===== config.mk =====
export PLATFORM = sky130hd
export DESIGN_NAME = sacl_way_scan
export DESIGN_NICKNAME = d
export VERILOG_FILES = /design/src/rtl/sacl_pkg.sv /design/src/rtl/sacl_way_scan.sv
export SDC_FILE = /design/constraint.sdc
export NUM_CORES = 1
export LEC_CHECK = 0
export BUFFER_PORTS_ARGS = -buffer_cell sky130_fd_sc_hd__buf_2
export CAP_MARGIN = 25
export CORE_MARGIN = 5
export CORE_UTILIZATION = 36
export DETAILED_ROUTE_END_ITERATION = 10
export PLACE_DENSITY_LB_ADDON = 0.15
export SETUP_SLACK_MARGIN = 0.02
export SYNTH_ARGS = -nofsm -noshare
export SYNTH_HDL_FRONTEND = slang
export SYNTH_SLANG_ARGS = --single-unit

===== constraint.sdc =====
create_clock -name clk -period 3.75 [get_ports clk]
set_input_delay 0.9375 -clock clk [delete_from_list [all_inputs] [get_ports clk]]
set_output_delay 0.9375 -clock clk [all_outputs]
set_load 0.02 [all_outputs]

===== src/rtl/sacl_pkg.sv =====
// ----------------------------------------------------------------------------
// sacl_pkg
// Shared constants, codes and types of the set-associative LRU write-back
// cache model: geometry, register map, outcome codes and the structs that
// pass between the sequencer, the way scanner and the statistics block.
// ----------------------------------------------------------------------------
package sacl_pkg;

    // Geometry.
    localparam int MAX_SET_BITS = 6;
    localparam int MAX_WAYS     = 8;
    localparam int ADDR_BITS    = 64;

    localparam int SET_IDX_W = (MAX_SET_BITS > 0) ? MAX_SET_BITS : 1;
    localparam int NUM_SETS  = 1 << SET_IDX_W;
    localparam int WAY_W     = (MAX_WAYS > 1) ? $clog2(MAX_WAYS) : 1;
    localparam int WCNT_W    = $clog2(MAX_WAYS + 1);
    localparam int LINE_W    = SET_IDX_W + WAY_W;
    localparam int NUM_LINES = 1 << LINE_W;
    localparam int TAG_W     = ADDR_BITS;

    // Fixed field widths.
    localparam int RANK_W   = 3;
    localparam logic [RANK_W-1:0] RANK_MAX = '1;
    localparam int CNT_W    = 32;
    localparam int DIRTY_W  = 10;
    localparam int DATA_W   = 32;
    localparam int PADDR_W  = 4;

    // Register map, as word indexes.
    localparam logic [1:0] REG_SET_BITS    = 2'd0;
    localparam logic [1:0] REG_BLOCK_BITS  = 2'd1;
    localparam logic [1:0] REG_WAYS_IN_USE = 2'd2;

    // Outcome codes.
    localparam logic [1:0] OUT_HIT   = 2'd0;
    localparam logic [1:0] OUT_FILL  = 2'd1;
    localparam logic [1:0] OUT_EVICT = 2'd2;

    // Configuration as seen by the datapath.
    typedef struct packed {
        logic [2:0] set_bits;
        logic [5:0] block_bits;
        logic [3:0] ways_in_use;
    } cfg_t;

    // Metadata of one set.
    typedef struct packed {
        logic [MAX_WAYS-1:0]             valid;
        logic [MAX_WAYS-1:0]             dirty;
        logic [MAX_WAYS-1:0][RANK_W-1:0] rank;
    } meta_row_t;

    // What the way scan found after walking a set.
    typedef struct packed {
        logic             hit;
        logic [WAY_W-1:0] hit_way;
        logic             empty;
        logic [WAY_W-1:0] empty_way;
        logic [WAY_W-1:0] vict_way;
        logic [RANK_W-1:0] vict_rank;
    } scan_t;

    // One step of the way scan.
    typedef struct packed {
        logic              en;
        logic              first;
        logic [WAY_W-1:0]  way;
        logic              valid;
        logic [RANK_W-1:0] rank;
    } scan_step_t;

    // Statistics events of one committed access.
    typedef struct packed {
        logic commit;
        logic hit;
        logic evict;
        logic dirty_evict;
        logic dirty_inc;
        logic dirty_dec;
    } stat_evt_t;

    // Running statistics.
    typedef struct packed {
        logic [CNT_W-1:0]   hits;
        logic [CNT_W-1:0]   misses;
        logic [CNT_W-1:0]   evictions;
        logic [DIRTY_W-1:0] dirty_res;
        logic [CNT_W-1:0]   dirty_evicts;
    } stats_t;

endpackage


===== src/rtl/sacl_way_scan.sv =====
// ----------------------------------------------------------------------------
// sacl_way_scan
// Shared way scanner: one tag compare and one rank compare per cycle. It
// walks the ways of a set and keeps the first hit, the first invalid way and
// the lowest-numbered way of greatest rank.
// ----------------------------------------------------------------------------
module sacl_way_scan (
    input  logic                       clk,
    input  sacl_pkg::scan_step_t       step,
    input  logic [sacl_pkg::TAG_W-1:0] line_tag,
    input  logic [sacl_pkg::TAG_W-1:0] ref_tag,
    output sacl_pkg::scan_t            res
);

    sacl_pkg::scan_t res_reg;
    sacl_pkg::scan_t res_next;
    logic            match;

    // The one tag comparator of the block.
    assign match = step.valid && (line_tag == ref_tag);

    // Fold the current way into the running result.
    always_comb
    begin
        res_next = res_reg;
        if (step.en)
        begin
            if (step.first)
            begin
                res_next.hit       = match;
                res_next.hit_way   = step.way;
                res_next.empty     = !step.valid;
                res_next.empty_way = step.way;
                res_next.vict_way  = step.way;
                res_next.vict_rank = step.rank;
            end
            else
            begin
                if (!res_reg.hit && match)
                begin
                    res_next.hit     = 1'b1;
                    res_next.hit_way = step.way;
                end
                if (!res_reg.empty && !step.valid)
                begin
                    res_next.empty     = 1'b1;
                    res_next.empty_way = step.way;
                end
                if (step.rank > res_reg.vict_rank)
                begin
                    res_next.vict_way  = step.way;
                    res_next.vict_rank = step.rank;
                end
            end
        end
    end

    always_ff @(posedge clk)
    begin
        res_reg <= res_next;
    end

    assign res = res_reg;

endmodule


Word-level counts from Yosys, hierarchy flattened:

Cells that the tools add are included.
W data, S select, Z words.

* register bits after elaboration: 14
* input port bits: 138
* output and inout port bits: 14
* logic and storage cells: 24

* $lt $le $gt $ge: 1
* equal/unequal tests: 1
* muxes and demuxes: 4
* reductions and logical operators: 12

Operators with widths (count)
* $eq A64 B64 Y1: 1
* $mux W14: 1
* $mux W4: 2
* $mux W6: 1
* $reduce_and A2 Y1: 3
* $reduce_bool A2 Y1: 3
* $gt A3 B3 Y1: 1
* $logic_and A1 B1 Y1: 3
* $logic_not A1 Y1: 3

Logic depth before layout (Yosys ltp):

* word-level depth: 5
* gate-level depth with buffers: 7
* mapped depth without buffers: 7

Worst setup path after synthesis:

OpenSTA, ideal clock, no wires.

* path type: input to register
* from: input port ref_tag[41] in the netlist's numbering
* to: register res_reg (netlist bit res[10]) (enable)
* library setup time: 0.363 ns
* arrival: 2.245 ns
* data required time: 3.387 ns
* path slack: 1.142 ns
* cell stages on the path: 5
* path buffers: 0
* path through: nor2b_1 -> a2111o_1 -> nor4_1 -> nand3_1 -> o41ai_2

* word-level cells in the longest chain between the ends: 5

RTL lines
* from (decl): line sacl_way_scan.sv:11 `input logic [sacl_pkg::TAG_W-1:0] ref_tag,`
* $eq A64 B64 Y1: line sacl_way_scan.sv:20 `assign match = step.valid && (line_tag == ref_tag);`
* $logic_and A1 B1 Y1: line sacl_way_scan.sv:20
* $logic_and A1 B1 Y1: line sacl_way_scan.sv:39 `if (!res_reg.hit && match)`
* $reduce_bool A2 Y1 (no line)
* $reduce_and A2 Y1 (no line)
* to (signal assigned): line sacl_way_scan.sv:60 `res_reg <= res_next;`
* to (decl): line sacl_way_scan.sv:15 `sacl_pkg::scan_t res_reg;`

Every way passes these cells.
A chain may end at the register's enable or synchronous reset.

Worst setup path in the final report:

* from: input port ref_tag[41] in the netlist's numbering
* to: register res_reg (netlist bit res[11]) (enable)

Same word-level chain as after synthesis.

==> out/qor.tcl <==
set qor(outcome) {finished, final reports clean}
set qor(area_growth_pct) 64.4
set qor(largest_reg_flops) 14
set qor(dieArea_um2) 4910
set qor(timing.critical_path.slowest_cell_delay_ns) 0.54
set qor(postCtsSetupBuffers) 0
set qor(leakage_power_total_uw) 0.00103
set qor(yosys.area.top_type) {edfxtp_1}
set qor(synth_enable_flop_cells) 14
set qor(cts_tree) {yes}
set qor(synth_cell_types) 26
set qor(cts.htree.levels) 1
set qor(worst_ir_drop_on_vdd_uv) 89.3
set qor(detail_route.drc_violations) 0
set qor(max_slew_margin) 0.654
set qor(crit_chain) {buf_2 > nor2b_1 > a2111o_1 > nor4_1 > nand3_1 > o41ai_2}
set qor(synth-seq-cells) 14
set qor(drt-vias-per-instance) 4.52
set qor(detailedPlacementHpwl_um) 4030
set qor(post_cts_resize_count) 0
set qor(period_needed_ns) 2.68
set qor(core_area_um2) 3420
set qor(n_fill_cell) 346
set qor(ys_warn_count) 0
set qor(drt_first_pass_iters) 4
set qor(initial_core_util) 0.380
set qor(grt_antenna_before_repair) 0
set qor(synth_top_area_frac) 0.324
set qor(layout.area.seq_um2) 420
set qor(wl_um) 4150
set qor(timing.critical_path.to_type) {register}
set qor(routed_wire_length_per_instance_um) 12.5
set qor(max_clock_freq_ghz) 0.374
set qor(avg_synthesized_cell_area_um2) 9.77
set qor(final_hold_violating_endpoints) 0
set qor(routabilityCongestion) 0.770
set qor(final_core_utilization) 0.625
set qor(fp-row-count) 21
set qor(clock_insertion_delay_worst_skew_ns) 0.27
set qor(die_w_um) 70.1
set qor(port-buffer-count) 151
set qor(cts_buffers) 3
set qor(cpMaxStageDelayCell) {o41ai_2}
set qor(sinks_on_the_clock_net) 14
set qor(timing_worst_setup_path_type) {in2reg}
set qor(most_frequently_used_flop_master_after_synthesis) {edfxtp_1}
set qor(timing.max_cap.violations) 0
set qor(synthTopCellsByArea) {edfxtp_1 32%, xnor2_1 32%, nand4_1 6.3%}
set qor(cts_root_buffer_type) {clkbuf_4}
set qor(io_pins) 152
set qor(layout_commonest_cell) {buf_2}
set qor(die_y_um) 70.1
set qor(synth_cells) 133
set qor(cts_hold_buf) 0
set qor(timing.clock.skew_ns) 0.00306
set qor(gr-total-overflow) 0
set qor(min_path_type) {reg2reg}
set qor(wire_length_of_the_first_global_routing_pass_um) 6470
set qor(mappedNetlistNets) 274
set qor(global_route.usage.total) 0.162
set qor(finalSetupTns_ns) 0
set qor(antenna_diodes) 0
set qor(cp-start-kind) {input pin}
set qor(min_period_over_period) 0.714
set qor(num-nets-final) 430
set qor(cts.path.max_buffers) 2
set qor(grt_start_max_net_pins) 8
set qor(first_global_vias) 1576
set qor(drtIter0Drc) 42
set qor(share_of_flip_flops_with_an_asynchronous_set_or_reset_after_synthesis) 0
set qor(timing.critical_path.required_ns) 3.66
set qor(arrival_ns) 2.59
set qor(via_count) 1505
set qor(layout_common_cells) {151 x buf_2, 48 x xnor2_1, 14 x edfxtp_1, 13 x inv_1, 13 x nand4_1}
set qor(rsz_0062_raised_after_global_routing) {no}
set qor(yosysSeqAreaShare) 0.324
set qor(power.total_uw) 452
set qor(drive_gt1_frac) 0.544
set qor(drt.antenna.violating_nets) 0
set qor(multi_input_comb_area_um2) 826
set qor(worst_slew_pin_slew_ns) 0.506
set qor(clkTransAtPathRegs_ns) 0.07
set qor(post_synth_instance_area_um2) 1300
set qor(timing.final.max_slew_violations) 0
set qor(finalSetupViolCount) 0
set qor(power_density_nw_per_um2) 212
set qor(crit_path_max_fanout) 4
## power breakdown
| part | leakage (uW) | total, uW | switching, uW | internal (uW) |
|---|---|---|---|---|
| logic | 0.000880 | 187 | 79.5 | 108 |
| registers | 0.000132 | 187 | 2.95 | 184 |
| clock network | 0.0000138 | 78.0 | 40.9 | 37.1 |
| total | 0.00103 | 452 | 123 | 329 |
## synth_stat cells, types with 3 or more instances
master / count
xnor2_1: 48
nand4_1: 13
xor2_1: 4
nor2b_1: 7
edfxtp_1: 14
ha_1: 3
nor2_1: 4
nand2b_1: 3
inv_1: 13
o22ai_1: 3
nor4_1: 4
## metrics by stage
stage	cell area [um2]	hold slack [ns]	setup slack [ns]	cells
3_3_place_gp	2110	0.669	0.827	330
5_1_grt	2130	0.717	0.944	333
2_1_floorplan	1300	0.784	1.14	133
3_5_place_dp	2110	0.681	0.770	330
6_report	2130	0.694	1.07	333
4_1_cts	2130	0.694	1.05	333
## layout make-up
type                            instances  area share
Inverter                               14      0.0246
Sequential cell                        14       0.197
Clock buffer                            3      0.0106
Multi-Input combinational cell        105       0.387
Tap cell                               46      0.0270
Timing Repair Buffer                  151       0.354
## critical path: cells and delay by family
kind                   cells  cell delay [ns]
AOI/OAI and AO/OA          2             0.91
and+or+nand+nor            3             0.64
buffers and inverters      1             0.10
## worst paths after layout
kind | from | endpoint | slack (ns) | cells after the start
worst min register to register | res[13] | res[12] | 0.69 | 1
worst max register to register | res[1] | res[5] | 2.14 | 6
worst max-delay path | ref_tag[41] | res[11] | 1.07 | 6
worst min-delay path | res[13] | res[12] | 0.69 | 1
## cells by family (layout without fill, tap and decap cells)
logic type,after synthesis,count (layout),synth area share
adder cells (fa/ha/maj),3,3,0.0289
AO/OA/AOI/OAI,15,15,0.0954
flip-flops,14,14,0.324
XOR/XNOR,52,52,0.351
AND/OR/NAND/NOR,35,35,0.161
buffers and inverters,14,168,0.0405
## layer usage
metal | up-vias | GRT usage | wire length (um)
met2 | 71 | 0.324 | 2280
met3 | 5 | 0.0516 | 419
met4 | 0 | 0.0383 | 46
li1 | 783 | - | -
met1 | 646 | 0.157 | 1410
met5 | - | 0 | 0
(Power assumes the default switching activity.)
