[src/rtl/sacl_pkg.sv]
// ----------------------------------------------------------------------------
// sacl_pkg
// Shared constants, codes and types of the set-associative LRU write-back
// cache model: geometry, register map, outcome codes and the structs that
// pass between the sequencer, the way scanner and the statistics block.
// ----------------------------------------------------------------------------
package sacl_pkg;

    // Geometry.
    localparam int MAX_SET_BITS = 6;
    localparam int MAX_WAYS     = 8;
    localparam int ADDR_BITS    = 64;

    localparam int SET_IDX_W = (MAX_SET_BITS > 0) ? MAX_SET_BITS : 1;
    localparam int NUM_SETS  = 1 << SET_IDX_W;
    localparam int WAY_W     = (MAX_WAYS > 1) ? $clog2(MAX_WAYS) : 1;
    localparam int WCNT_W    = $clog2(MAX_WAYS + 1);
    localparam int LINE_W    = SET_IDX_W + WAY_W;
    localparam int NUM_LINES = 1 << LINE_W;
    localparam int TAG_W     = ADDR_BITS;

    // Fixed field widths.
    localparam int RANK_W   = 3;
    localparam logic [RANK_W-1:0] RANK_MAX = '1;
    localparam int CNT_W    = 32;
    localparam int DIRTY_W  = 10;
    localparam int DATA_W   = 32;
    localparam int PADDR_W  = 4;

    // Register map, as word indexes.
    localparam logic [1:0] REG_SET_BITS    = 2'd0;
    localparam logic [1:0] REG_BLOCK_BITS  = 2'd1;
    localparam logic [1:0] REG_WAYS_IN_USE = 2'd2;

    // Outcome codes.
    localparam logic [1:0] OUT_HIT   = 2'd0;
    localparam logic [1:0] OUT_FILL  = 2'd1;
    localparam logic [1:0] OUT_EVICT = 2'd2;

    // Configuration as seen by the datapath.
    typedef struct packed {
        logic [2:0] set_bits;
        logic [5:0] block_bits;
        logic [3:0] ways_in_use;
    } cfg_t;

    // Metadata of one set.
    typedef struct packed {
        logic [MAX_WAYS-1:0]             valid;
        logic [MAX_WAYS-1:0]             dirty;
        logic [MAX_WAYS-1:0][RANK_W-1:0] rank;
    } meta_row_t;

    // What the way scan found after walking a set.
    typedef struct packed {
        logic             hit;
        logic [WAY_W-1:0] hit_way;
        logic             empty;
        logic [WAY_W-1:0] empty_way;
        logic [WAY_W-1:0] vict_way;
        logic [RANK_W-1:0] vict_rank;
    } scan_t;

    // One step of the way scan.
    typedef struct packed {
        logic              en;
        logic              first;
        logic [WAY_W-1:0]  way;
        logic              valid;
        logic [RANK_W-1:0] rank;
    } scan_step_t;

    // Statistics events of one committed access.
    typedef struct packed {
        logic commit;
        logic hit;
        logic evict;
        logic dirty_evict;
        logic dirty_inc;
        logic dirty_dec;
    } stat_evt_t;

    // Running statistics.
    typedef struct packed {
        logic [CNT_W-1:0]   hits;
        logic [CNT_W-1:0]   misses;
        logic [CNT_W-1:0]   evictions;
        logic [DIRTY_W-1:0] dirty_res;
        logic [CNT_W-1:0]   dirty_evicts;
    } stats_t;

endpackage

[src/rtl/sacl_cfg_regs.sv]
// ----------------------------------------------------------------------------
// sacl_cfg_regs
// APB-style register block holding set_bits, block_bits and ways_in_use.
// Writes land in the access phase; reads return the stored value.
// ----------------------------------------------------------------------------
module sacl_cfg_regs (
    input  logic                         clk,
    input  logic                         rst_n,
    input  logic                         psel,
    input  logic                         penable,
    input  logic                         pwrite,
    input  logic [sacl_pkg::PADDR_W-1:0] paddr,
    input  logic [sacl_pkg::DATA_W-1:0]  pwdata,
    output logic [sacl_pkg::DATA_W-1:0]  prdata,
    output logic                         pready,
    output sacl_pkg::cfg_t               cfg
);

    sacl_pkg::cfg_t cfg_reg;
    sacl_pkg::cfg_t cfg_next;
    logic [1:0]     reg_idx;
    logic           wr_en;

    assign pready  = 1'b1;
    assign reg_idx = paddr[3:2];
    assign wr_en   = psel && penable && pwrite;

    // Register write decode.
    always_comb
    begin
        cfg_next = cfg_reg;
        if (wr_en)
        begin
            case (reg_idx)
                sacl_pkg::REG_SET_BITS:    cfg_next.set_bits    = pwdata[2:0];
                sacl_pkg::REG_BLOCK_BITS:  cfg_next.block_bits  = pwdata[5:0];
                sacl_pkg::REG_WAYS_IN_USE: cfg_next.ways_in_use = pwdata[3:0];
                default:                   cfg_next = cfg_reg;
            endcase
        end
    end

    always_ff @(posedge clk or negedge rst_n)
    begin
        if (!rst_n)
        begin
            cfg_reg.set_bits    <= 3'd0;
            cfg_reg.block_bits  <= 6'd0;
            cfg_reg.ways_in_use <= 4'd1;
        end
        else
        begin
            cfg_reg <= cfg_next;
        end
    end

    // Read data mux.
    always_comb
    begin
        case (reg_idx)
            sacl_pkg::REG_SET_BITS:    prdata = {29'd0, cfg_reg.set_bits};
            sacl_pkg::REG_BLOCK_BITS:  prdata = {26'd0, cfg_reg.block_bits};
            sacl_pkg::REG_WAYS_IN_USE: prdata = {28'd0, cfg_reg.ways_in_use};
            default:                   prdata = '0;
        endcase
    end

    assign cfg = cfg_reg;

endmodule

[config.mk]
export PLATFORM = sky130hd
export DESIGN_NAME = sacl_cfg_regs
export DESIGN_NICKNAME = d
export VERILOG_FILES = /design/src/rtl/sacl_pkg.sv /design/src/rtl/sacl_cfg_regs.sv
export SDC_FILE = /design/constraint.sdc
export NUM_CORES = 1
export LEC_CHECK = 0
export BUFFER_PORTS_ARGS = -buffer_cell sky130_fd_sc_hd__buf_4
export CAP_MARGIN = 10
export CORE_ASPECT_RATIO = 1.4
export CORE_MARGIN = 2
export CORE_UTILIZATION = 30
export DETAILED_ROUTE_END_ITERATION = 8
export GPL_TIMING_DRIVEN = 0
export HOLD_SLACK_MARGIN = 0.15
export PLACE_DENSITY_LB_ADDON = 0.12
export REMOVE_ABC_BUFFERS = 1
export SYNTH_ARGS = -nofsm -noshare
export SYNTH_HDL_FRONTEND = slang
export SYNTH_SLANG_ARGS = --single-unit
[constraint.sdc]
create_clock -name clk -period 1.05 [get_ports clk]
set_input_delay 0.21 -clock clk [delete_from_list [all_inputs] [get_ports clk]]
set_output_delay 0.21 -clock clk [all_outputs]
set_load 0.02 [all_outputs]
Word-level counts from Yosys, hierarchy flattened:

Cells that the tools add are included.

* bits in registers: 13
* bits of input ports: 41
* output and inout port bits: 46
* word-level logic and storage cells: 12

* equal/unequal tests: 2
* mux-type cells: 1
* reductions and logical operators: 6

Operators by type and width (number)
* 6-bit one-hot mux with 3 select lines: 1
* 2-bit AND reduction: 3
* 2-bit by 1-bit == test with 1-bit output (second input constant): 1
* 2-bit == test (second input constant): 1
* 1-bit logical AND: 2
* 2-bit zero test: 1

Logic depth before layout (Yosys ltp):

Gate-level depths: netlist (run 1).

* depth after elaboration: 3
* gate-level depth with buffers: 4
* depth with buffers taken out: 3

Worst setup path after synthesis (run 1):

Ideal clock, no wire load.

* kind: reg-to-output
* start point: reg cfg_reg, in the netlist cfg[4]
* end point: out prdata[0] in the netlist's numbering
* arrival: 1.029 ns
* required time: 0.840 ns
* slack: -0.189 ns
* cell stages (with the launch flop): 3
* buffers on the path: 0
* cell sequence: dfrtp_1 mux2i_1 o21ai_0

* word-level cells in the longest chain between the ends: 1

Ends and longest elaborated chain
* start: declaration: line sacl_cfg_regs.sv:19 `sacl_pkg::cfg_t cfg_reg;`
* start signal: assignment: line sacl_cfg_regs.sv:53 `cfg_reg <= cfg_next;`
* 6-bit one-hot mux with 3 select lines: line sacl_cfg_regs.sv:60 `case (reg_idx)`
* end: declaration: line sacl_cfg_regs.sv:14 `output logic [sacl_pkg::DATA_W-1:0] prdata,`

Every way passes these cells.

Worst setup path after layout (run 1):

* start point: reg cfg_reg, in the netlist cfg[0]
* end point: out cfg[0] in the netlist's numbering

RTL lines
* end: declaration: line sacl_cfg_regs.sv:16 `output sacl_pkg::cfg_t cfg`

No word-level cell between the ends.

==> results of run 1 <==
power groups by stage:
stage                     clock network [mW]  logic, mW  registers (mW)
after floorplan                            0      0.302           0.857
after global placement                     0      0.762           0.725
after detailed placement                   0      0.767           0.727
after CTS                              0.326       1.02           0.717
after global routing                   0.353       1.14           0.733
final                                  0.304       1.08           0.716
layer usage:
layer  up-vias  share of wire (%)  track usage [%]
met1       288                 39             12.6
met2        40                 51             18.9
met4         0                1.1             8.57
met5         -                  0                0
li1        282                  -                -
met3         2                8.3             1.58
synthesized netlist by cell type, types with 2 or more instances:
| master | n |
|---|---|
| buf_4 | 28 |
| o21ai_0 | 3 |
| mux2_2 | 9 |
| mux2i_1 | 3 |
| nand2_1 | 3 |
| dfrtp_1 | 12 |
| conb_1 | 2 |
| and2_1 | 2 |
| mux2_4 | 4 |
through the flow:
| stage | hold WS [ns] | utilization (%) | worst slack (ns) | area (um2) |
|---|---|---|---|---|
| global route | 0.152 | 45.7 | -0.336 | 1210 |
| finish | 0.168 | 45.7 | -0.258 | 1210 |
| detailed placement | 0.0671 | 37.5 | -0.460 | 992 |
| floorplan | -0.0856 | - | -0.189 | 714 |
| global placement | 0.0672 | 37.5 | -0.439 | 992 |
| CTS | 0.154 | 44.2 | -0.286 | 1170 |
cells by family (layout without fill, tap and decap cells):
group           after synthesis  after routing  share of synthesized area, %
buf+inv                      28             47                          25.3
flops                        13             13                          39.3
compound gates                4              4                          2.86
simple gates                 11             11                          8.58
mux                          16             16                          23.0
other cells                   2             27                         0.904
cell usage in the layout (no fill, tap or decap), types with 2 or more instances in the layout:
cell | synthesis | layout
conb_1 | 2 | 27
buf_6 | 0 | 24
buf_4 | 28 | 18
dfrtp_1 | 12 | 12
mux2_2 | 9 | 9
mux2_4 | 4 | 4
mux2i_1 | 3 | 3
nand2_1 | 3 | 3
o21ai_1 | 0 | 3
clkbuf_4 | 0 | 3
and2_4 | 0 | 2
worst max-delay path by stage:
stage                            start            endpoint  slack (ns)  depth (start not counted)
floorplan           cfg[4]$_DFFE_PN0P_           prdata[0]       -0.19                          2
global placement                pwrite  cfg[9]$_DFFE_PN0P_       -0.44                          4
detailed placement                psel  cfg[8]$_DFFE_PN0P_       -0.46                          4
CTS                 cfg[0]$_DFFE_PN1P_           prdata[0]       -0.29                          3
global route        cfg[0]$_DFFE_PN1P_           prdata[0]       -0.34                          3
finish              cfg[0]$_DFFE_PN1P_              cfg[0]       -0.26                          3
area by class of cell:
class / count / share of cell area (%)
clock buffers: 4 / 2.17
flip-flops and latches: 13 / 27.0
repair buffers: 43 / 34.4
well taps: 36 / 3.73
multi-input cells: 58 / 32.7
repair_timing:
item	in CTS	in global routing
pin swaps	1	0
hold buffers	1	0
endpoints found under the hold margin	13	0
resized for setup	25	8
setup endpoints to repair	28	28
setup buffers	8	6
==> metrics.cfg, run 1 <==
[status]
status = finished, violations left
failed_checks = negative setup slack

[drt]
vias_per_cell = 3.97
postRouteAntennaNets = 0
drt-initial-drc-count = 5
wl_per_cell_um = 10.9
firstDrtPassIters = 4
num_vias = 612
drc_errors = 0
wl_um = 1680

[cts]
cts_tree = yes
clock_path_buffers = 2
clk_latency_ns = 0.27
htreeDepth = 1
path_clk_slew_ns = 0.08
cts_made_buffers = 3
cts.sinks = 13
cts_root_buf = clkbuf_4

[synthesis]
synth.top_cell.area_share_pct = 36.1
synth-main-ff-cell = dfrtp_1
synth-seq-cells = 13
syn_area_um2 = 831
yosysSeqAreaShare_pct = 39.3
yosysUniqueCellTypes = 17
netlist_instances = 74
avgSynthCellArea_um2 = 11.2
synth_warnings = 0
synth_edf_count = 0
ys_async_sr_fraction_pct = 100
synth_top_area_cell = dfrtp_1
synthTopCellsByArea = dfrtp_1 36%, buf_4 25%, mux2_2 12%

[floorplanning]
placeableCoreArea_um2 = 2640
num_rows = 22
io_pins = 87
die_w_um = 48.5
die_h_um = 66.3
start_util_pct = 31.4
die-area_um2 = 3210

[critical_path]
critPathLaunchType = flip-flop
endpoint_kind = primary output
crit_arrival_ns = 1.10
r2r_start = cfg[0]$_DFFE_PN1P_
path_cells = buf_4 -> buf_6 -> buf_6
reg2reg_depth = 4
worst-setup-path-type = flip-flop to primary output
cp_common_cell = buf_6
rrSetupSlack_ns = 0.02
cp_slowest_cell = dfstp_2
cpPeakStageDelay_ns = 0.54
cp_top_family = flip-flops
path_max_fanout = 2
path_buf_inv = 3
regToRegEndpoint = cfg[0]$_DFFE_PN1P_
worstPathRequired_ns = 0.84

[finish]
finalNonFillerCells = 154
n_fill_cell = 276
nets = 160
antenna_cells = 0
area.sequential_um2 = 327
largest_reg_flops = 13
drive_above_1_share_pct = 54.2
multi_input_area_um2 = 395
area_growth_pct = 45.5

[power]
powerDensity_nw_per_um2 = 1740
p_clk_share_pct = 14.5
finalPower_mw = 2.10
comb_power_share_pct = 51.4
p_leak_nw = 0.625
seqPwrFrac_pct = 34.1
internal_power_mw = 1.37
switching_share_pct = 34.7
peakVddDrop_uv = 890
p_switching_mw = 0.728

[grt]
antenna_found_initial = 0
grt-ovfl-total = 0
grt_pass1_wl_um = 2660
grt_usage_pct = 11.1
grt_max_degree = 14
first_global_vias = 573

[timing]
fin_skew_ns = 0
fmax_ghz = 0.765
setup_viol_count_final = 23
fin_crit_ns = 1.31
tns_ns = -2.60
drv_slew = 0
max_slew_margin_pct = 60.2
worst_pin_slew_ns = 0.594
setup_ws_ns = -0.258
rsz0062_at_grt = true
finalCritPeriodShare_pct = 125
hold_viol = 0

[placement]
io_buffers = 31
dp_hpwl_um = 1240
place.gp.congestion = 0.665
dp_cells = 138

[worst_hold_path]
worstHoldPathCells = 2
hp-start = pwdata[5]
holdPathEnd = cfg[9]$_DFFE_PN0P_
hold_class = input port to flip-flop

[flow_run]
max_cap_viol_count = 0

No activity file was read; power rests on OpenSTA's default activity.
==> run 2: changes to the inputs <==
--- a/config.mk
+++ b/config.mk
@@ -5,12 +5,12 @@
 export SDC_FILE = /design/constraint.sdc
 export NUM_CORES = 1
 export LEC_CHECK = 0
-export BUFFER_PORTS_ARGS = -buffer_cell sky130_fd_sc_hd__buf_4
 export CAP_MARGIN = 10
 export CORE_ASPECT_RATIO = 1.4
 export CORE_MARGIN = 2
 export CORE_UTILIZATION = 30
 export DETAILED_ROUTE_END_ITERATION = 8
+export DONT_BUFFER_PORTS = 1
 export GPL_TIMING_DRIVEN = 0
 export HOLD_SLACK_MARGIN = 0.15
 export PLACE_DENSITY_LB_ADDON = 0.12
@@ -18,3 +18,4 @@
 export SYNTH_ARGS = -nofsm -noshare
 export SYNTH_HDL_FRONTEND = slang
 export SYNTH_SLANG_ARGS = --single-unit
+export TNS_END_PERCENT = 50
==> metrics.cfg, run 2 (synthesis gave the netlist of run 1 again) <==
[status]
status = finished, violations left
failed_checks = negative setup slack

[floorplanning]
start_util_pct = 31.4
die_h_um = 66.3
placeableCoreArea_um2 = 2640
num_rows = 22
io_pins = 87
die_w_um = 48.5
die-area_um2 = 3210

[grt]
grt_max_degree = 14
grt_pass1_wl_um = 2350
grt_usage_pct = 9.69
antenna_found_initial = 0
first_global_vias = 479
grt_use_met1_pct = 10.7
grt-ovfl-total = 0
grt-busiest-layer = met2
grtUsageMet2_pct = 16.7
grt_use_met3_pct = 3.62

[critical_path]
cp_top_family = flip-flops
path_buf_inv = 0
worst-setup-path-type = flip-flop to primary output
crit_arrival_ns = 1.09
rrSetupSlack_ns = 0.17
cp_slowest_cell = dfstp_2
path_cells = nand2_2 -> o21ai_4
path_max_fanout = 3
worstPathRequired_ns = 0.84
endpoint_kind = primary output
critPathLaunchType = flip-flop
cpPeakStageDelay_ns = 0.62

[cts]
clk_latency_ns = 0.27
path_clk_slew_ns = 0.08
cts_root_buf = clkbuf_4
cts_tree = yes
cts.sinks = 13
clock_path_buffers = 2
cts_made_buffers = 3
htreeDepth = 1

[finish]
multi_input_area_um2 = 438
finalNonFillerCells = 119
area_growth_pct = 13.0
area.sequential_um2 = 339
drive_above_1_share_pct = 47.0
nets = 125
final_common_cell = conb_1
layout_common_cells = 27 x conb_1, 10 x dfrtp_2, 9 x mux2_2, 7 x dlygate4sd3_1, 4 x mux2_4
antenna_cells = 0
utilization_pct = 35.5
n_fill_cell = 285
largest_reg_flops = 13

[power]
comb_power_share_pct = 25.0
p_leak_nw = 0.428
seqPwrFrac_pct = 56.1
p_clk_share_pct = 18.9
internal_power_mw = 0.974
switching_share_pct = 39.8
peakVddDrop_uv = 851
powerDensity_nw_per_um2 = 1720
p_switching_mw = 0.643

[flow_run]
max_cap_viol_count = 0

[placement]
place.gp.congestion = 0.585
dp_hpwl_um = 1180
dp_cells = 107
io_buffers = 0
post-place-ws_ns = -0.374

[timing]
worst_pin_slew_ns = 0.622
drv_slew = 0
fmax_ghz = 0.771
fin_skew_ns = 0
rsz0062_at_grt = true
setup_ws_ns = -0.247
max_slew_margin_pct = 58.4
fin_crit_ns = 1.30
finalCritPeriodShare_pct = 124
setup_viol_count_final = 7
hold_viol = 0

[drt]
postRouteAntennaNets = 0
drt-initial-drc-count = 0
num_vias = 495
vias_per_cell = 4.16
firstDrtPassIters = 1
wl_um = 1560
wl_per_cell_um = 13.1
drc_errors = 0

[worst_hold_path]
hold_class = input port to flip-flop

[run 2: cell count changes in the layout (fill, tap and decap cells not counted), sizes merged]
cell and change:
buf -41, dlygate4sd3 +6
[run 2: worst paths after layout]
check                                   start  cells past startpoint                  end
setup / recovery           cfg[0]$_DFFE_PN1P_                      2            prdata[0]
hold / removal                       paddr[3]                      2  cfg[11]$_DFFE_PN0P_
max in group asynchronous               rst_n                      1   cfg[3]$_DFFE_PN0P_
min in group asynchronous               rst_n                      1   cfg[2]$_DFFE_PN0P_
setup reg to reg           cfg[1]$_DFFE_PN0P_                      1   cfg[1]$_DFFE_PN0P_
hold reg to reg            cfg[9]$_DFFE_PN0P_                      1   cfg[9]$_DFFE_PN0P_
[run 2: repair_timing]
item / 4_1_cts / 5_1_grt
pin swaps: 0 / 1
endpoints found under the setup margin: 13 / 16
hold buffers: 7 / 0
endpoints found under the hold margin: 26 / 0
setup buffers: 0 / 1
gates resized for setup: 25 / 2
[run 2: area by class of cell]
cell class	instances	share of cell area (%)
Clock buffer	4	2.80
Multi-Input combinational cell	58	46.7
Tap cell	36	4.80
Timing Repair Buffer	8	9.60
Sequential cell	13	36.1
[run 2: stage by stage]
| stage | setup TNS [ns] | hold WS (ns) | area [um2] | power (mW) |
|---|---|---|---|---|
| floorplan | -1.92 | -0.0856 | 714 | 1.16 |
| global route | -1.38 | 0.212 | 938 | 1.71 |
| finish | -1.09 | 0.228 | 938 | 1.62 |
| detailed placement | -4.39 | -0.0853 | 759 | 1.22 |
| CTS | -1.23 | 0.225 | 906 | 1.64 |
| global placement | -4.42 | -0.0852 | 759 | 1.21 |
[run 2: power by group through the flow]
| stage | sequential (mW) | combinational [mW] | clock, mW |
|---|---|---|---|
| floorplan | 0.857 | 0.302 | 0 |
| global placement | 0.892 | 0.318 | 0 |
| detailed placement | 0.895 | 0.323 | 0 |
| CTS | 0.910 | 0.397 | 0.329 |
| global route | 0.929 | 0.433 | 0.345 |
| finish | 0.908 | 0.404 | 0.306 |
[run 2: per-layer routing]
metal	part of all wire (%)	up-vias	wire length, um
met1	38	241	591
met5	0	-	0
met3	12	2	183
met4	1.1	0	17
li1	-	214	-
met2	49	38	770
==> run 3: changes to the inputs <==
==> constraint.sdc (replaced) <==
create_clock -name clk -period 1.5 [get_ports clk]
set_input_delay 0.3 -clock clk [delete_from_list [all_inputs] [get_ports clk]]
set_output_delay 0.3 -clock clk [all_outputs]
set_load 0.02 [all_outputs]
==> metrics.cfg, run 3 (synthesis gave the netlist of run 1 again) <==
[floorplanning]
placeableCoreArea_um2 = 2640
io_pins = 87
die-area_um2 = 3210
die_h_um = 66.3
num_rows = 22
die_w_um = 48.5
start_util_pct = 31.4

[critical_path]
path_max_fanout = 3
cpPeakStageDelay_ns = 0.44
regToRegEndpoint = cfg[1]$_DFFE_PN0P_
endpoint_kind = primary output
worst-setup-path-type = flip-flop to primary output
cp_slowest_cell = dfrtp_2
reg2reg_depth = 1
crit_arrival_ns = 1.11
worstPathRequired_ns = 1.20
r2r_start = cfg[1]$_DFFE_PN0P_
rrSetupSlack_ns = 0.63
critPathLaunchType = flip-flop
path_cells = mux2i_1 -> o21ai_2

[finish]
n_fill_cell = 294
final_common_cell = conb_1
multi_input_area_um2 = 399
layout_common_cells = 27 x conb_1, 9 x mux2_2, 6 x dfrtp_2, 6 x dfrtp_1, 4 x mux2_4
area_growth_pct = -1.96
finalInstanceArea_um2 = 815
antenna_cells = 0
largest_reg_flops = 13
area.sequential_um2 = 334
nets = 118
drive_above_1_share_pct = 36.8

[grt]
antenna_found_initial = 0
grt_max_degree = 14
grt-ovfl-total = 0
grt_pass1_wl_um = 2300
grt_usage_pct = 9.54
first_global_vias = 466

[cts]
cts_made_buffers = 3
clock_path_buffers = 2
cts_tree = yes
cts.sinks = 13
htreeDepth = 1
clk_latency_ns = 0.27
cts_setup_buffers = 0
cts_root_buf = clkbuf_4
path_clk_slew_ns = 0.08

[worst_hold_path]
hold_class = input port to flip-flop
holdPathEnd = cfg[3]$_DFFE_PN0P_
hp-start = pwdata[3]
worstHoldPathCells = 1

[placement]
place.gp.congestion = 0.585
io_buffers = 0
placed_area_um2 = 759
post-place-ws_ns = -0.0138
dp_hpwl_um = 1180

[timing]
fin_skew_ns = 0
fin_crit_ns = 1.41
finalCritPeriodShare_pct = 93.8
setup_viol_count_final = 0
max_slew_margin_pct = 57.6
rsz0062_at_grt = false
setup_ws_ns = 0.0934
fmax_ghz = 0.711
drv_slew = 0
hold_viol = 0
worst_pin_slew_ns = 0.634

[drt]
postRouteAntennaNets = 0
num_vias = 468
drt-initial-drc-count = 4
wl_um = 1510
drc_errors = 0
firstDrtPassIters = 3
wl_per_cell_um = 13.5
vias_per_cell = 4.18

[power]
peakVddDrop_uv = 584
p_leak_nw = 0.385
powerDensity_nw_per_um2 = 1330

[status]
status = completed

[flow_run]
max_cap_viol_count = 0

run 3: changes by cell type in the layout (fill, tap and decap cells not counted), moves of 2 or more:
cell           delta
dlygate4sd3_1     -6
and2_1            +2
dfrtp_1           +4
dfrtp_2           -4
and2_4            -2
run 3: area by class of cell:
class | instances | share of cell area, %
clock buffer | 4 | 3.23
multi-input combinational | 58 | 49.0
sequential | 13 | 41.0
tap | 36 | 5.53
timing repair buffer | 1 | 1.23
run 3: layer usage:
| metal | GRT usage (%) | part of all wire, % | routed length, um | up-vias |
|---|---|---|---|---|
| met5 | 0 | 0 | 0 | - |
| met4 | 4.29 | 0.93 | 14 | 0 |
| met3 | 3.85 | 13 | 194 | 2 |
| met2 | 15.8 | 46 | 693 | 38 |
| met1 | 10.8 | 40 | 608 | 229 |
| li1 | - | - | - | 199 |
run 3: per-stage QoR:
stage          utilization (%)  cells  TNS, ns  hold slack, ns  power (mW)
2_1_floorplan                -     71        0         0.00441       0.812
3_3_place_gp              28.7    107  -0.0786         0.00475       0.847
3_5_place_dp              28.7    107  -0.0654         0.00470       0.853
4_1_cts                   30.5    112        0           0.157        1.10
5_1_grt                   30.8    112        0           0.158        1.15
6_report                  30.8    112        0           0.171        1.09
run 3: worst max path at each step:
stage	slack, ns	endpoint	depth (start not counted)	startpoint
CTS	0.02	prdata[2]	2	cfg[6]$_DFFE_PN0P_
detailed placement	-0.01	cfg[8]$_DFFE_PN0P_	3	pwrite
global route	0.03	prdata[0]	2	cfg[0]$_DFFE_PN1P_
global placement	-0.02	cfg[9]$_DFFE_PN0P_	3	pwrite
floorplan	0.17	prdata[0]	2	cfg[4]$_DFFE_PN0P_
finish	0.09	prdata[2]	2	cfg[6]$_DFFE_PN0P_
run 3: power by group:
group | internal [mW] | switching (mW) | total [mW]
clock | 0.103 | 0.113 | 0.216
combinational | 0.103 | 0.144 | 0.247
sequential | 0.444 | 0.178 | 0.622
run 3: worst max-delay path, delay by kind of cell (launching register included):
| kind | cells | cell delay (ns) |
|---|---|---|
| flip-flops | 1 | 0.44 |
| AO/OA/AOI/OAI | 1 | 0.29 |
| multiplexers | 1 | 0.11 |
run 3: timing repair:
action	in CTS	in global routing
hold buffers	1	0
endpoints found under the setup margin	3	3
gates resized for setup	6	6
pin swaps	0	1
endpoints found under the hold margin	13	0
