<file path="config.mk">
export PLATFORM = sky130hd
export DESIGN_NAME = sacl_stats
export DESIGN_NICKNAME = d
export VERILOG_FILES = /design/src/rtl/sacl_pkg.sv /design/src/rtl/sacl_stats.sv
export SDC_FILE = /design/constraint.sdc
export NUM_CORES = 1
export LEC_CHECK = 0
export BUFFER_PORTS_ARGS = -buffer_cell sky130_fd_sc_hd__buf_2
export CORE_UTILIZATION = 35
export CTS_BUF_LIST = sky130_fd_sc_hd__clkbuf_16
export DETAILED_ROUTE_END_ITERATION = 8
export PLACE_DENSITY = 0.6
export RECOVER_POWER = 50
export SETUP_SLACK_MARGIN = 0.4
export SYNTH_ARGS = -nofsm -noshare
export SYNTH_HDL_FRONTEND = slang
export SYNTH_SLANG_ARGS = --single-unit
</file>
<file path="constraint.sdc">
create_clock -name clk -period 5.3 [get_ports clk]
set_input_delay 1.06 -clock clk [delete_from_list [all_inputs] [get_ports clk]]
set_output_delay 1.06 -clock clk [all_outputs]
set_load 0.01 [all_outputs]
</file>
<file path="src/rtl/sacl_pkg.sv">
// ----------------------------------------------------------------------------
// sacl_pkg
// Shared constants, codes and types of the set-associative LRU write-back
// cache model: geometry, register map, outcome codes and the structs that
// pass between the sequencer, the way scanner and the statistics block.
// ----------------------------------------------------------------------------
package sacl_pkg;

    // Geometry.
    localparam int MAX_SET_BITS = 6;
    localparam int MAX_WAYS     = 8;
    localparam int ADDR_BITS    = 64;

    localparam int SET_IDX_W = (MAX_SET_BITS > 0) ? MAX_SET_BITS : 1;
    localparam int NUM_SETS  = 1 << SET_IDX_W;
    localparam int WAY_W     = (MAX_WAYS > 1) ? $clog2(MAX_WAYS) : 1;
    localparam int WCNT_W    = $clog2(MAX_WAYS + 1);
    localparam int LINE_W    = SET_IDX_W + WAY_W;
    localparam int NUM_LINES = 1 << LINE_W;
    localparam int TAG_W     = ADDR_BITS;

    // Fixed field widths.
    localparam int RANK_W   = 3;
    localparam logic [RANK_W-1:0] RANK_MAX = '1;
    localparam int CNT_W    = 32;
    localparam int DIRTY_W  = 10;
    localparam int DATA_W   = 32;
    localparam int PADDR_W  = 4;

    // Register map, as word indexes.
    localparam logic [1:0] REG_SET_BITS    = 2'd0;
    localparam logic [1:0] REG_BLOCK_BITS  = 2'd1;
    localparam logic [1:0] REG_WAYS_IN_USE = 2'd2;

    // Outcome codes.
    localparam logic [1:0] OUT_HIT   = 2'd0;
    localparam logic [1:0] OUT_FILL  = 2'd1;
    localparam logic [1:0] OUT_EVICT = 2'd2;

    // Configuration as seen by the datapath.
    typedef struct packed {
        logic [2:0] set_bits;
        logic [5:0] block_bits;
        logic [3:0] ways_in_use;
    } cfg_t;

    // Metadata of one set.
    typedef struct packed {
        logic [MAX_WAYS-1:0]             valid;
        logic [MAX_WAYS-1:0]             dirty;
        logic [MAX_WAYS-1:0][RANK_W-1:0] rank;
    } meta_row_t;

    // What the way scan found after walking a set.
    typedef struct packed {
        logic             hit;
        logic [WAY_W-1:0] hit_way;
        logic             empty;
        logic [WAY_W-1:0] empty_way;
        logic [WAY_W-1:0] vict_way;
        logic [RANK_W-1:0] vict_rank;
    } scan_t;

    // One step of the way scan.
    typedef struct packed {
        logic              en;
        logic              first;
        logic [WAY_W-1:0]  way;
        logic              valid;
        logic [RANK_W-1:0] rank;
    } scan_step_t;

    // Statistics events of one committed access.
    typedef struct packed {
        logic commit;
        logic hit;
        logic evict;
        logic dirty_evict;
        logic dirty_inc;
        logic dirty_dec;
    } stat_evt_t;

    // Running statistics.
    typedef struct packed {
        logic [CNT_W-1:0]   hits;
        logic [CNT_W-1:0]   misses;
        logic [CNT_W-1:0]   evictions;
        logic [DIRTY_W-1:0] dirty_res;
        logic [CNT_W-1:0]   dirty_evicts;
    } stats_t;

endpackage

</file>
<file path="src/rtl/sacl_stats.sv">
// ----------------------------------------------------------------------------
// sacl_stats
// Running statistics: saturating hit, miss, eviction and dirty-eviction
// counts, and the number of dirty lines held.
// ----------------------------------------------------------------------------
module sacl_stats (
    input  logic                clk,
    input  logic                rst_n,
    input  sacl_pkg::stat_evt_t evt,
    output sacl_pkg::stats_t    stats_next
);

    sacl_pkg::stats_t stats_reg;

    function automatic logic [sacl_pkg::CNT_W-1:0] sat_inc(
        input logic [sacl_pkg::CNT_W-1:0] v,
        input logic                       en
    );
        logic [sacl_pkg::CNT_W-1:0] r;
        r = v;
        if (en && (v != '1))
        begin
            r = v + 1'b1;
        end
        return r;
    endfunction

    // Counts after the access being committed.
    always_comb
    begin
        stats_next              = stats_reg;
        stats_next.hits         = sat_inc(stats_reg.hits, evt.hit);
        stats_next.misses       = sat_inc(stats_reg.misses, !evt.hit);
        stats_next.evictions    = sat_inc(stats_reg.evictions, evt.evict);
        stats_next.dirty_evicts = sat_inc(stats_reg.dirty_evicts, evt.dirty_evict);
        if (evt.dirty_inc)
        begin
            stats_next.dirty_res = stats_reg.dirty_res + 1'b1;
        end
        else if (evt.dirty_dec)
        begin
            stats_next.dirty_res = stats_reg.dirty_res - 1'b1;
        end
    end

    always_ff @(posedge clk or negedge rst_n)
    begin
        if (!rst_n)
        begin
            stats_reg <= '0;
        end
        else if (evt.commit)
        begin
            stats_reg <= stats_next;
        end
    end

endmodule

</file>
# Yosys cells after proc, flatten, opt, wreduce, memory -nomap -nowiden
# Cells that the tools add are included.
totals:
  inputBits: 8
  ff_bits: 138
  word_cells: 26
  output_inout_bits: 138
classes:
  n_reduce_logical: 5
  n_eq_ne: 4
  n_addsub: 6
  n_mux: 6
op_table:
  columns: ["cell", "n"]
  rows:
  - ["32-bit by 1-bit adder with 32-bit output, second input constant", 4]
  - ["32-bit two-way mux", 4]
  - ["32-bit inequality test, second input constant", 4]
  - ["10-bit two-way mux", 2]
  - ["10-bit by 1-bit adder with 10-bit output, second input constant", 1]
  - ["10-bit by 1-bit subtractor with 10-bit output, second input constant", 1]
  - ["1-bit logical AND", 4]
  - ["1-bit zero test", 1]

# Logic depth before layout (Yosys ltp)
# Gate-level depths: netlist of run 1.
logic_depth:
  word_depth: 3
  ltp_mapped: 8

# Worst setup path after synthesis of run 1
# No wires, ideal clock.
synth_path:
  path_type: "in2out"
  startpoint: "input evt[1] (netlist bit)"
  endpoint: "output stats_next[39] (netlist bit)"
  required_ps: 4240
  setup_slack_ps: 1689
  t_arrival_ps: 2551
  cell_stages: 4
  n_path_buf: 1
  cell_sequence: "clkbuf_1 -> or4b_2 -> o41ai_1 -> xor2_1"
synth_lines:
  columns: ["item", "line_no", "text"]
  rows:
  - ["start, declared", "sacl_stats.sv:9", "input sacl_pkg::stat_evt_t evt,"]
  - ["end, declared", "sacl_stats.sv:10", "output sacl_pkg::stats_t stats_next"]

==> results.sh, run 1 <==
export IMPL_fin_cells=1488
export IMPL_grt_pass1_vias=7559
export IMPL_vias=7807
export IMPL_fin_skew_ns=0.01528
export IMPL_hold_path_class="flip-flop to flip-flop"
export IMPL_drt_wirelength_per_cell_um=15.94
export IMPL_grtUsageMet1_pct=24.28
export IMPL_drcViolationCount=0
export IMPL_clk_latency_ns=0.42
export IMPL_postSynth_asyncResetShare_pct=100.0
export IMPL_globalplace_congestion=0.8471
export IMPL_vdd_drop_max_v=0.0001875
export IMPL_antenna_found_initial=2
export IMPL_critical_path_arrival_ns=3.35
export IMPL_preCtsSetupSlack_ns=1.411
export IMPL_final_max_slew_viol_count=75
export IMPL_cts_setup_buffers=0
export IMPL_placedInstanceArea_mm2=0.01021
export IMPL_cts_tree="yes"
export IMPL_h_tree_depth=4
export IMPL_critPathKind="flip-flop to output pin"
export IMPL_endpoint_kind="output pin"
export IMPL_post_cts_resized=0
export IMPL_cp_common_cell="nor4_1"
export IMPL_port_buffers=145
export IMPL_synth_flop_cell="dfrtp_1"
export IMPL_synth_edff_count=0
export IMPL_largest_reg_flops=138
export IMPL_clk_pin_slew_worst_paths_ns=0.06
export IMPL_synth_nets=1040
export IMPL_ys_warnings_count=0
export IMPL_synthCells=1026
export IMPL_drt_pass1_iterations=7
export IMPL_synth_avg_cell_area_um2=9.050
export IMPL_cp_slowest_stage_delay_ns=0.81
export IMPL_coreArea_mm2=0.02606
export IMPL_clk_path_buf_depth=2
export IMPL_rsz0062_at_grt="no"
export IMPL_cp_max_fo=16
export IMPL_netlist_area_mm2=0.009285
export IMPL_violations="capacitance limit, slew limit"
export IMPL_area_growth_pct=16.45
export IMPL_p_per_area_mw_per_mm2=323.8
export IMPL_ys_ff_latch=138
export IMPL_via_per_inst=5.247
export IMPL_timing_rr_start="stats_reg[74]$_DFFE_PN0P_"
export IMPL_cts_hold_buffers_added=0
export IMPL_nFillCells=2599
export IMPL_die_x_um=164.9
export IMPL_top_usage_layer="met2"
export IMPL_postLayoutCellArea_mm2=0.01081
export IMPL_finalWorstSetupSlack_ns=0.8886
export IMPL_die_h_um=164.9
export IMPL_min_delay_start="stats_reg[41]$_DFFE_PN0P_"
export IMPL_drive_gt1_share_pct=18.68
export IMPL_crit_slowest_cell="nor4_1"
export IMPL_cts_sinks=138
export IMPL_use_met3_pct=3.842
export IMPL_final_nets=1153
export IMPL_wl_um=23720
export IMPL_ioPinCount=146
export IMPL_finalSetupTns_ns=0
export IMPL_met2_usage_pct=29.20
export IMPL_period_needed_ns=4.411
export IMPL_clock_fmax_mhz=226.7
export IMPL_root_buffer="clkbuf_16"
export IMPL_finalHoldViolCount=0
export IMPL_cts_buffers=17
export IMPL_initial_core_util_pct=35.63
export IMPL_required_ns=4.24
export IMPL_place_inst=1455
export IMPL_yosysSeqAreaShare_pct=37.19
export IMPL_fin_crit_sh_pct=83.23
export IMPL_drtIter0Drc=464
export IMPL_hpwl_um=17010
export IMPL_grt_max_degree=68
export IMPL_p_leak_nw=4.875
export IMPL_ant_nets=0
export IMPL_ys_types=62
export IMPL_cp_startpoint="stats_reg[74]$_DFFE_PN0P_"
export IMPL_totalPowerFinal_mw=3.501
export IMPL_dieArea_mm2=0.02718
export IMPL_startpoint_type="flip-flop"
export IMPL_rows=59
export IMPL_grt_overflow=0
export IMPL_setup_violations=0
export IMPL_worstMarginPinSlew_ns=2.195
export IMPL_drv_cap=2
export IMPL_outcome="complete, but fails checks"
export IMPL_grt_use_total_pct=18.12
export IMPL_maxSlewHeadroom_pct=-46.36
export IMPL_path_cells="ha_1 > nand3_1 > or2_2 > nor4_1 > buf_4 > nor4_1 > xor2_1 > buf_2"
export IMPL_grt_pass1_wl_um=39070
[final cells by class]
type | instances | area, um^2 | share of cell area, %
Clock buffer | 17 | 425.4 | 3.934
Tap cell | 335 | 419.2 | 3.876
Timing Repair Buffer | 152 | 774.5 | 7.163
Sequential cell | 138 | 3453 | 31.94
Multi-Input combinational cell | 820 | 5493 | 50.80
Clock inverter | 14 | 205.2 | 1.898
Inverter | 10 | 37.54 | 0.3471
Antenna cell | 2 | 5.005 | 0.04629
[Yosys cell counts (4+ instances only)]
cell,n,area share (%)
dfrtp_1,138,37
ha_1,6,0.81
clkbuf_1,23,0.93
nor3_2,4,0.43
buf_2,25,1.3
nor4_1,24,1.6
nand3_1,83,4.5
xnor2_1,153,14
and2_1,9,0.61
nor4b_1,4,0.38
mux2_2,8,0.97
and3_1,21,1.4
inv_1,10,0.40
nand2_1,122,4.9
o31ai_4,4,0.92
o21ai_0,6,0.32
or3_1,18,1.2
buf_4,4,0.32
nor3_1,56,3.0
xor2_1,104,9.8
nor2_1,65,2.6
or2_2,9,0.61
and4_1,11,1.0
nand4_1,58,3.9
[stage by stage]
| stage | util (%) | hold WS, ns |
|---|---|---|
| 5_1_grt | 41.48 | 0.5086 |
| 3_3_place_gp | 39.20 | 0.4755 |
| 4_1_cts | 41.62 | 0.4896 |
| 2_1_floorplan | - | 0.4619 |
| 6_report | 41.49 | 0.4809 |
| 3_5_place_dp | 39.20 | 0.4772 |
[where the power goes]
| part | internal, mW | switching (mW) | total, mW | leakage (nW) |
|---|---|---|---|---|
| logic | 0.357 | 0.420 | 0.777 | 2.73 |
| registers | 1.18 | 0.225 | 1.41 | 1.84 |
| clock network | 0.829 | 0.486 | 1.32 | 0.309 |
[worst max-delay path, delay by kind of cell (launching register included)]
family / cells / cell delay (ns)
simple gates: 4 / 1.49
flops: 1 / 0.46
buf+inv: 2 / 0.54
fa+ha+maj: 1 / 0.24
xor+xnor: 1 / 0.21
[worst paths after layout]
check,end,slack (ns),depth (start not counted)
worst max-delay path,stats_next[103],0.89,8
worst min-delay path,stats_reg[41]$_DFFE_PN0P_,0.48,1
worst max register to register,stats_reg[86]$_DFFE_PN0P_,2.40,7
worst min register to register,stats_reg[41]$_DFFE_PN0P_,0.48,1
max in group asynchronous,stats_reg[118]$_DFFE_PN0P_,2.14,2
min in group asynchronous,stats_reg[127]$_DFFE_PN0P_,0.65,1
[layer usage]
layer  up-vias  wire length [um]
li1       3811                 -
met1      3773             11130
met2       201             11050
met3        22              1259
met4         0               280
met5         -                 0
[cells by family after synthesis]
family	share of synthesized area (%)
AOI/OAI and AO/OA	3.935
muxes	1.092
buffers and inverters	3.504
DFF	37.19
and+or+nand+nor	29.23
xor gates and xnor gates	24.24
adders and majority gates	0.8085
[placed cells by master, fill, tap and decap left out, types with 17 or more instances in the layout]
master	n
nand3_1	83
clkbuf_16	17
xor2_1	104
xnor2_1	153
dfrtp_1	138
buf_2	142
and3_1	21
nor3_1	56
nor4_1	25
nand4_1	58
nand2_1	122
or3_1	18
nor2_1	65
Power figures use the tool's default switching activity.
==> inputs of run 2 (changes only) <==
- ABC_AREA: default -> 1
- PLACE_DENSITY: 0.6 -> 0.59
- clock period: 5.3 -> 4.2 ns (I/O delays scaled with it)
==> results.sh, run 2 <==
export IMPL_startpoint_type="flip-flop"
export IMPL_fin_cells=2464
export IMPL_grt_overflow=0
export IMPL_hpwl_um=24110
export IMPL_final_cell_mix="nand2_1, nor2_1, nand2_2"
export IMPL_synth_nets=1912
export IMPL_preCtsSetupSlack_ns=0.9031
export IMPL_postSynth_asyncResetShare_pct=100.0
export IMPL_ys_ff_latch=138
export IMPL_die_h_um=183.7
export IMPL_antenna_found_initial=0
export IMPL_vias=11640
export IMPL_period_needed_ns=3.531
export IMPL_drt_pass1_iterations=5
export IMPL_outcome="complete, but fails checks"
export IMPL_cts_buffers=17
export IMPL_finalHoldViolCount=0
export IMPL_port_buffers=145
export IMPL_synth_commonest_cells="nand2_1, nor2_1, nand2_2, dfrtp_1, inv_1"
export IMPL_h_tree_depth=4
export IMPL_grt_pass1_wl_um=55270
export IMPL_wl_um=33210
export IMPL_drcViolationCount=0
export IMPL_p_switching_mw=1.342
export IMPL_whs_ns=0.5126
export IMPL_largest_reg_flops=138
export IMPL_ys_types=30
export IMPL_cts_hold_buffers_added=0
export IMPL_globalplace_congestion=0.9226
export IMPL_synth_edff_count=0
export IMPL_cp_max_fo=31
export IMPL_worstMarginPinSlew_ns=3.212
export IMPL_clk_pin_slew_worst_paths_ns=0.07
export IMPL_p_per_area_mw_per_mm2=303.7
export IMPL_synth_avg_cell_area_um2=6.088
export IMPL_switching_share_pct=33.70
export IMPL_final_nets=2023
export IMPL_cts_tree="yes"
export IMPL_final_max_slew_viol_count=233
export IMPL_combPwrFrac_pct=19.0
export IMPL_cts_setup_buffers=0
export IMPL_clk_latency_ns=0.45
export IMPL_grt_pass1_vias=10917
export IMPL_critPathKind="flip-flop to output pin"
export IMPL_required_ns=3.36
export IMPL_clock_fmax_mhz=283.2
export IMPL_finalSetupTns_ns=0
export IMPL_root_buffer="clkbuf_16"
export IMPL_die_x_um=183.7
export IMPL_area_growth_pct=13.46
export IMPL_hold_path_class="flip-flop to flip-flop"
export IMPL_grt_max_degree=148
export IMPL_endpoint_kind="output pin"
export IMPL_p_leak_nw=6.867
export IMPL_fin_crit_sh_pct=84.06
export IMPL_ff_latch_area_mm2=0.003453
export IMPL_critical_path_arrival_ns=2.69
export IMPL_synth_flop_cell="dfrtp_1"
export IMPL_maxSlewHeadroom_pct=-114.1
export IMPL_nFillCells=3581
export IMPL_ioPinCount=146
export IMPL_cts_sinks=138
export IMPL_yosysSeqAreaShare_pct=29.89
export IMPL_place_inst=2432
export IMPL_via_per_inst=4.724
export IMPL_layout_commonest_cell="nand2_1"
export IMPL_netlist_area_mm2=0.01155
export IMPL_drtIter0Drc=667
export IMPL_synthCells=1898
export IMPL_vdd_drop_max_v=0.0002934
export IMPL_yosysTopAreaCell="nand2_1"
export IMPL_ys_warnings_count=0
export IMPL_rows=66
export IMPL_num_antenna_cells=0
export IMPL_drive_gt1_share_pct=19.78
export IMPL_clk_path_buf_depth=2
export IMPL_violations="capacitance limit, slew limit"
export IMPL_yosys_top_cells_area="nand2_1, dfrtp_1, nand2_2"
export IMPL_fin_skew_ns=0.01227
export IMPL_coreArea_mm2=0.03254
export IMPL_multi_input_area_mm2=0.007201
export IMPL_synth_top_cell_area_share_pct=30.99
export IMPL_fin_util_pct=40.29
export IMPL_grt_use_total_pct=20.38
export IMPL_post_cts_resized=0
export IMPL_power_internal_mw=2.640
export IMPL_pwr_share_clk_pct=41.3
export IMPL_finalWorstSetupSlack_ns=0.6694
export IMPL_dieArea_mm2=0.03374
export IMPL_initial_core_util_pct=35.51
export IMPL_drv_cap=2
export IMPL_drt_wirelength_per_cell_um=13.48
export IMPL_synth_most_common_cell="nand2_1"
export IMPL_ant_nets=0
export IMPL_seq_power_share_pct=39.7
export IMPL_rsz0062_at_grt="no"
export IMPL_setup_violations=0
-- run 2: cell types whose count changed in the layout (fill, tap and decap cells not counted), sizes merged, moves of 53 or more --
cell	change
xor2	-67
nand2	+1005
nor3	-53
nor2	+141
xnor2	-133
inv	+127
-- run 2: routing by layer --
| layer | GRT usage [%] | share of wire (%) | up-vias |
|---|---|---|---|
| met5 | 0 | 0 | - |
| met4 | 5.633 | 1.6 | 0 |
| met3 | 3.685 | 4.1 | 34 |
| met2 | 33.03 | 46 | 231 |
| met1 | 27.66 | 49 | 5367 |
| li1 | - | - | 6008 |
-- run 2: worst max-delay path, cell delays in order (launching register included) --
cell and delay [ns]:
dfrtp_1 0.43, ha_1 0.34, inv_1 0.13, nor2_4 0.15
nand2_4 0.09, nor2_8 0.15, nand2_4 0.11, nand2_8 0.21
inv_4 0.20, nand2_1 0.13, and2_1 0.13, buf_2 0.12
-- run 2: power groups by stage --
stage	sequential [mW]	combinational (mW)	clock, mW
2_1_floorplan	1.54	0.571	0
3_3_place_gp	1.60	0.758	0
3_5_place_dp	1.60	0.763	0
4_1_cts	1.58	0.767	1.69
5_1_grt	1.60	0.850	1.74
6_report	1.58	0.756	1.64
-- run 2: metrics by stage --
stage | total power [mW] | cell area [um^2]
2_1_floorplan | 2.114 | 11550
3_3_place_gp | 2.354 | 12520
3_5_place_dp | 2.365 | 12520
4_1_cts | 4.033 | 13140
5_1_grt | 4.189 | 13110
6_report | 3.982 | 13110
-- run 2: cell families after synthesis --
logic type | Yosys count | synth area share [%]
adder cells (fa/ha/maj) | 6 | 0.6497
buffers and inverters | 192 | 7.796
XOR/XNOR | 57 | 4.321
AND/OR/NAND/NOR | 1469 | 55.39
AO/OA/AOI/OAI | 36 | 1.960
flip-flops | 138 | 29.89
-- run 2: path summary, 6_finish.rpt --
kind / startpoint / endpoint / slack (ns) / cells after the start
hold reg to reg: stats_reg[41]$_DFFE_PN0P_ / stats_reg[41]$_DFFE_PN0P_ / 0.51 / 2
hold / removal: stats_reg[41]$_DFFE_PN0P_ / stats_reg[41]$_DFFE_PN0P_ / 0.51 / 2
setup reg to reg: stats_reg[75]$_DFFE_PN0P_ / stats_reg[74]$_DFFE_PN0P_ / 1.82 / 11
max in group asynchronous: rst_n / stats_reg[120]$_DFFE_PN0P_ / 1.71 / 1
setup / recovery: stats_reg[75]$_DFFE_PN0P_ / stats_next[74] / 0.67 / 11
min in group asynchronous: rst_n / stats_reg[26]$_DFFE_PN0P_ / 1.06 / 1
-- run 2: final cells by class --
| type | instances | area share, % |
|---|---|---|
| clock inverter | 15 | 1.451 |
| multi-input combinational | 1568 | 54.92 |
| timing repair buffer | 150 | 5.889 |
| clock buffer | 17 | 3.245 |
| tap | 442 | 4.218 |
| sequential | 138 | 26.34 |
| inverter | 134 | 3.932 |
==> inputs of run 3 (changes only) <==
- PLACE_DENSITY: 0.59 -> 0.61
- clock period: 4.2 -> 3 ns (I/O delays scaled with it)
==> results.sh, run 3 (same netlist as run 2, synthesis figures left out) <==
export IMPL_final_max_slew_viol_count=143
export IMPL_cp_startpoint="stats_reg[74]$_DFFE_PN0P_"
export IMPL_ant_nets=0
export IMPL_clk_latency_ns=0.45
export IMPL_dieArea_mm2=0.03374
export IMPL_period_needed_ns=2.821
export IMPL_cts_hold_buffers_added=0
export IMPL_drive_gt1_share_pct=39.47
export IMPL_ff_latch_area_mm2=0.003540
export IMPL_initial_core_util_pct=35.51
export IMPL_clk_path_buf_depth=2
export IMPL_multi_input_area_mm2=0.009035
export IMPL_globalplace_congestion=0.8958
export IMPL_seq_power_share_pct=36.6
export IMPL_drcViolationCount=1
export IMPL_required_ns=2.40
export IMPL_clk_pin_slew_worst_paths_ns=0.06
export IMPL_finalHoldViolCount=0
export IMPL_startpoint_type="flip-flop"
export IMPL_cp_max_fo=3
export IMPL_num_antenna_cells=0
export IMPL_fin_skew_ns=0.009338
export IMPL_grt_pass1_vias=12395
export IMPL_outcome="complete, but fails checks"
export IMPL_area_growth_pct=50.67
export IMPL_cts_tree="yes"
export IMPL_drv_cap=2
export IMPL_clock_fmax_mhz=354.4
export IMPL_p_switching_mw=2.075
export IMPL_p_leak_nw=8.838
export IMPL_drt_pass1_iterations=8
export IMPL_grt_overflow=0
export IMPL_largest_reg_flops=138
export IMPL_drtIter0Drc=849
export IMPL_final_nets=2218
export IMPL_antenna_found_initial=0
export IMPL_switching_share_pct=34.06
export IMPL_die_h_um=183.7
export IMPL_rsz0062_at_grt="yes"
export IMPL_finalSetupTns_ns=0
export IMPL_vias=13141
export IMPL_final_cell_mix="nand2_1, nand2_4, nand2_2"
export IMPL_hold_path_class="flip-flop to flip-flop"
export IMPL_power_internal_mw=4.017
export IMPL_critical_path_arrival_ns=2.22
export IMPL_pwr_share_clk_pct=35.9
export IMPL_violations="DRC, capacitance limit, slew limit"
export IMPL_combPwrFrac_pct=27.5
export IMPL_wl_um=39900
export IMPL_endpoint_kind="output pin"
export IMPL_cts_buffers=17
export IMPL_ioPinCount=146
export IMPL_vdd_drop_max_v=0.0004114
export IMPL_critPathKind="flip-flop to output pin"
export IMPL_timing_rr_start="stats_reg[79]$_DFFE_PN0P_"
export IMPL_cts_sinks=138
export IMPL_port_buffers=145
export IMPL_fin_crit_sh_pct=94.05
export IMPL_hpwl_um=23850
export IMPL_die_x_um=183.7
export IMPL_p_per_area_mw_per_mm2=349.9
export IMPL_nFillCells=3006
export IMPL_grt_pass1_wl_um=62670
export IMPL_whs_ns=0.5042
export IMPL_coreArea_mm2=0.03254
export IMPL_min_delay_start="stats_reg[41]$_DFFE_PN0P_"
export IMPL_h_tree_depth=4
export IMPL_rows=66
export IMPL_grt_max_degree=81
export IMPL_setup_violations=0
export IMPL_layout_commonest_cell="nand2_1"
export IMPL_drt_wirelength_per_cell_um=15.01
export IMPL_totalPowerFinal_mw=6.091
export IMPL_maxSlewHeadroom_pct=-15.29
export IMPL_worstMarginPinSlew_ns=1.729
export IMPL_root_buffer="clkbuf_16"
export IMPL_via_per_inst=4.942
export IMPL_grt_use_total_pct=23.15
## run 3: cell types whose count changed in the layout (fill, tap and decap cells not counted), moves of 88 or more
| cell | delta |
|---|---|
| nand2_4 | +144 |
| buf_4 | +127 |
| nand2_1 | -122 |
| buf_6 | +113 |
| buf_2 | -88 |
## run 3: timing repair
action,4_1_cts,5_1_grt
pin swaps,110,88
endpoints found under the setup margin,128,130
resized for setup,417,257
cloned,22,0
setup buffers,119,47
## run 3: metrics by stage
step / cells / setup slack (ns) / utilization, % / instance area, um^2
global placement: 2439 / 0.3879 / 38.72 / 12600
global route: 2659 / 0.1015 / 53.51 / 17410
CTS: 2612 / 0.1968 / 49.10 / 15970
detailed placement: 2439 / 0.2979 / 38.72 / 12600
finish: 2659 / 0.1786 / 53.51 / 17410
floorplan: 1898 / 0.7582 / - / 11550
## run 3: path summary, 6_finish.rpt
| kind | end | slack, ns | cells past startpoint |
|---|---|---|---|
| setup / recovery | stats_next[96] | 0.18 | 9 |
| hold / removal | stats_reg[41]$_DFFE_PN0P_ | 0.50 | 2 |
| setup reg to reg | stats_reg[96]$_DFFE_PN0P_ | 0.44 | 19 |
| hold reg to reg | stats_reg[41]$_DFFE_PN0P_ | 0.50 | 2 |
| max in group asynchronous | stats_reg[97]$_DFFE_PN0P_ | 0.85 | 2 |
| min in group asynchronous | stats_reg[16]$_DFFE_PN0P_ | 0.58 | 1 |
## run 3: cell type report
| type | instances | share of cell area [%] |
|---|---|---|
| Clock buffer | 17 | 2.444 |
| Inverter | 134 | 3.328 |
| Timing Repair Buffer | 325 | 16.95 |
| Multi-Input combinational cell | 1578 | 51.90 |
| Timing Repair inverter | 10 | 0.9702 |
| Tap cell | 442 | 3.177 |
| Sequential cell | 138 | 20.33 |
| Clock inverter | 15 | 0.9056 |
## run 3: layer usage
metal / global-route usage, % / vias up / wire length [um]
met5: 0 / - / 0
met4: 8.800 / 0 / 1194
met3: 3.645 / 97 / 2433
met2: 38.30 / 495 / 19440
met1: 30.23 / 6125 / 16840
li1: - / 6424 / -
## run 3: power groups by stage
stage,combinational [mW],sequential (mW),clock [mW]
after global routing,1.82,2.25,2.30
after global placement,1.06,2.23,0
after detailed placement,1.08,2.24,0
after floorplan,0.799,2.16,0
after CTS,1.46,2.22,2.23
final,1.67,2.23,2.19
## run 3: worst max-delay path: stages, from the launching register on
cell     delay, ns
dfrtp_1       0.43
ha_4          0.19
inv_4         0.04
nor2_4        0.10
buf_4         0.13
nand3_2       0.15
nor3_4        0.26
nand4_1       0.16
and2_4        0.21
buf_6         0.11
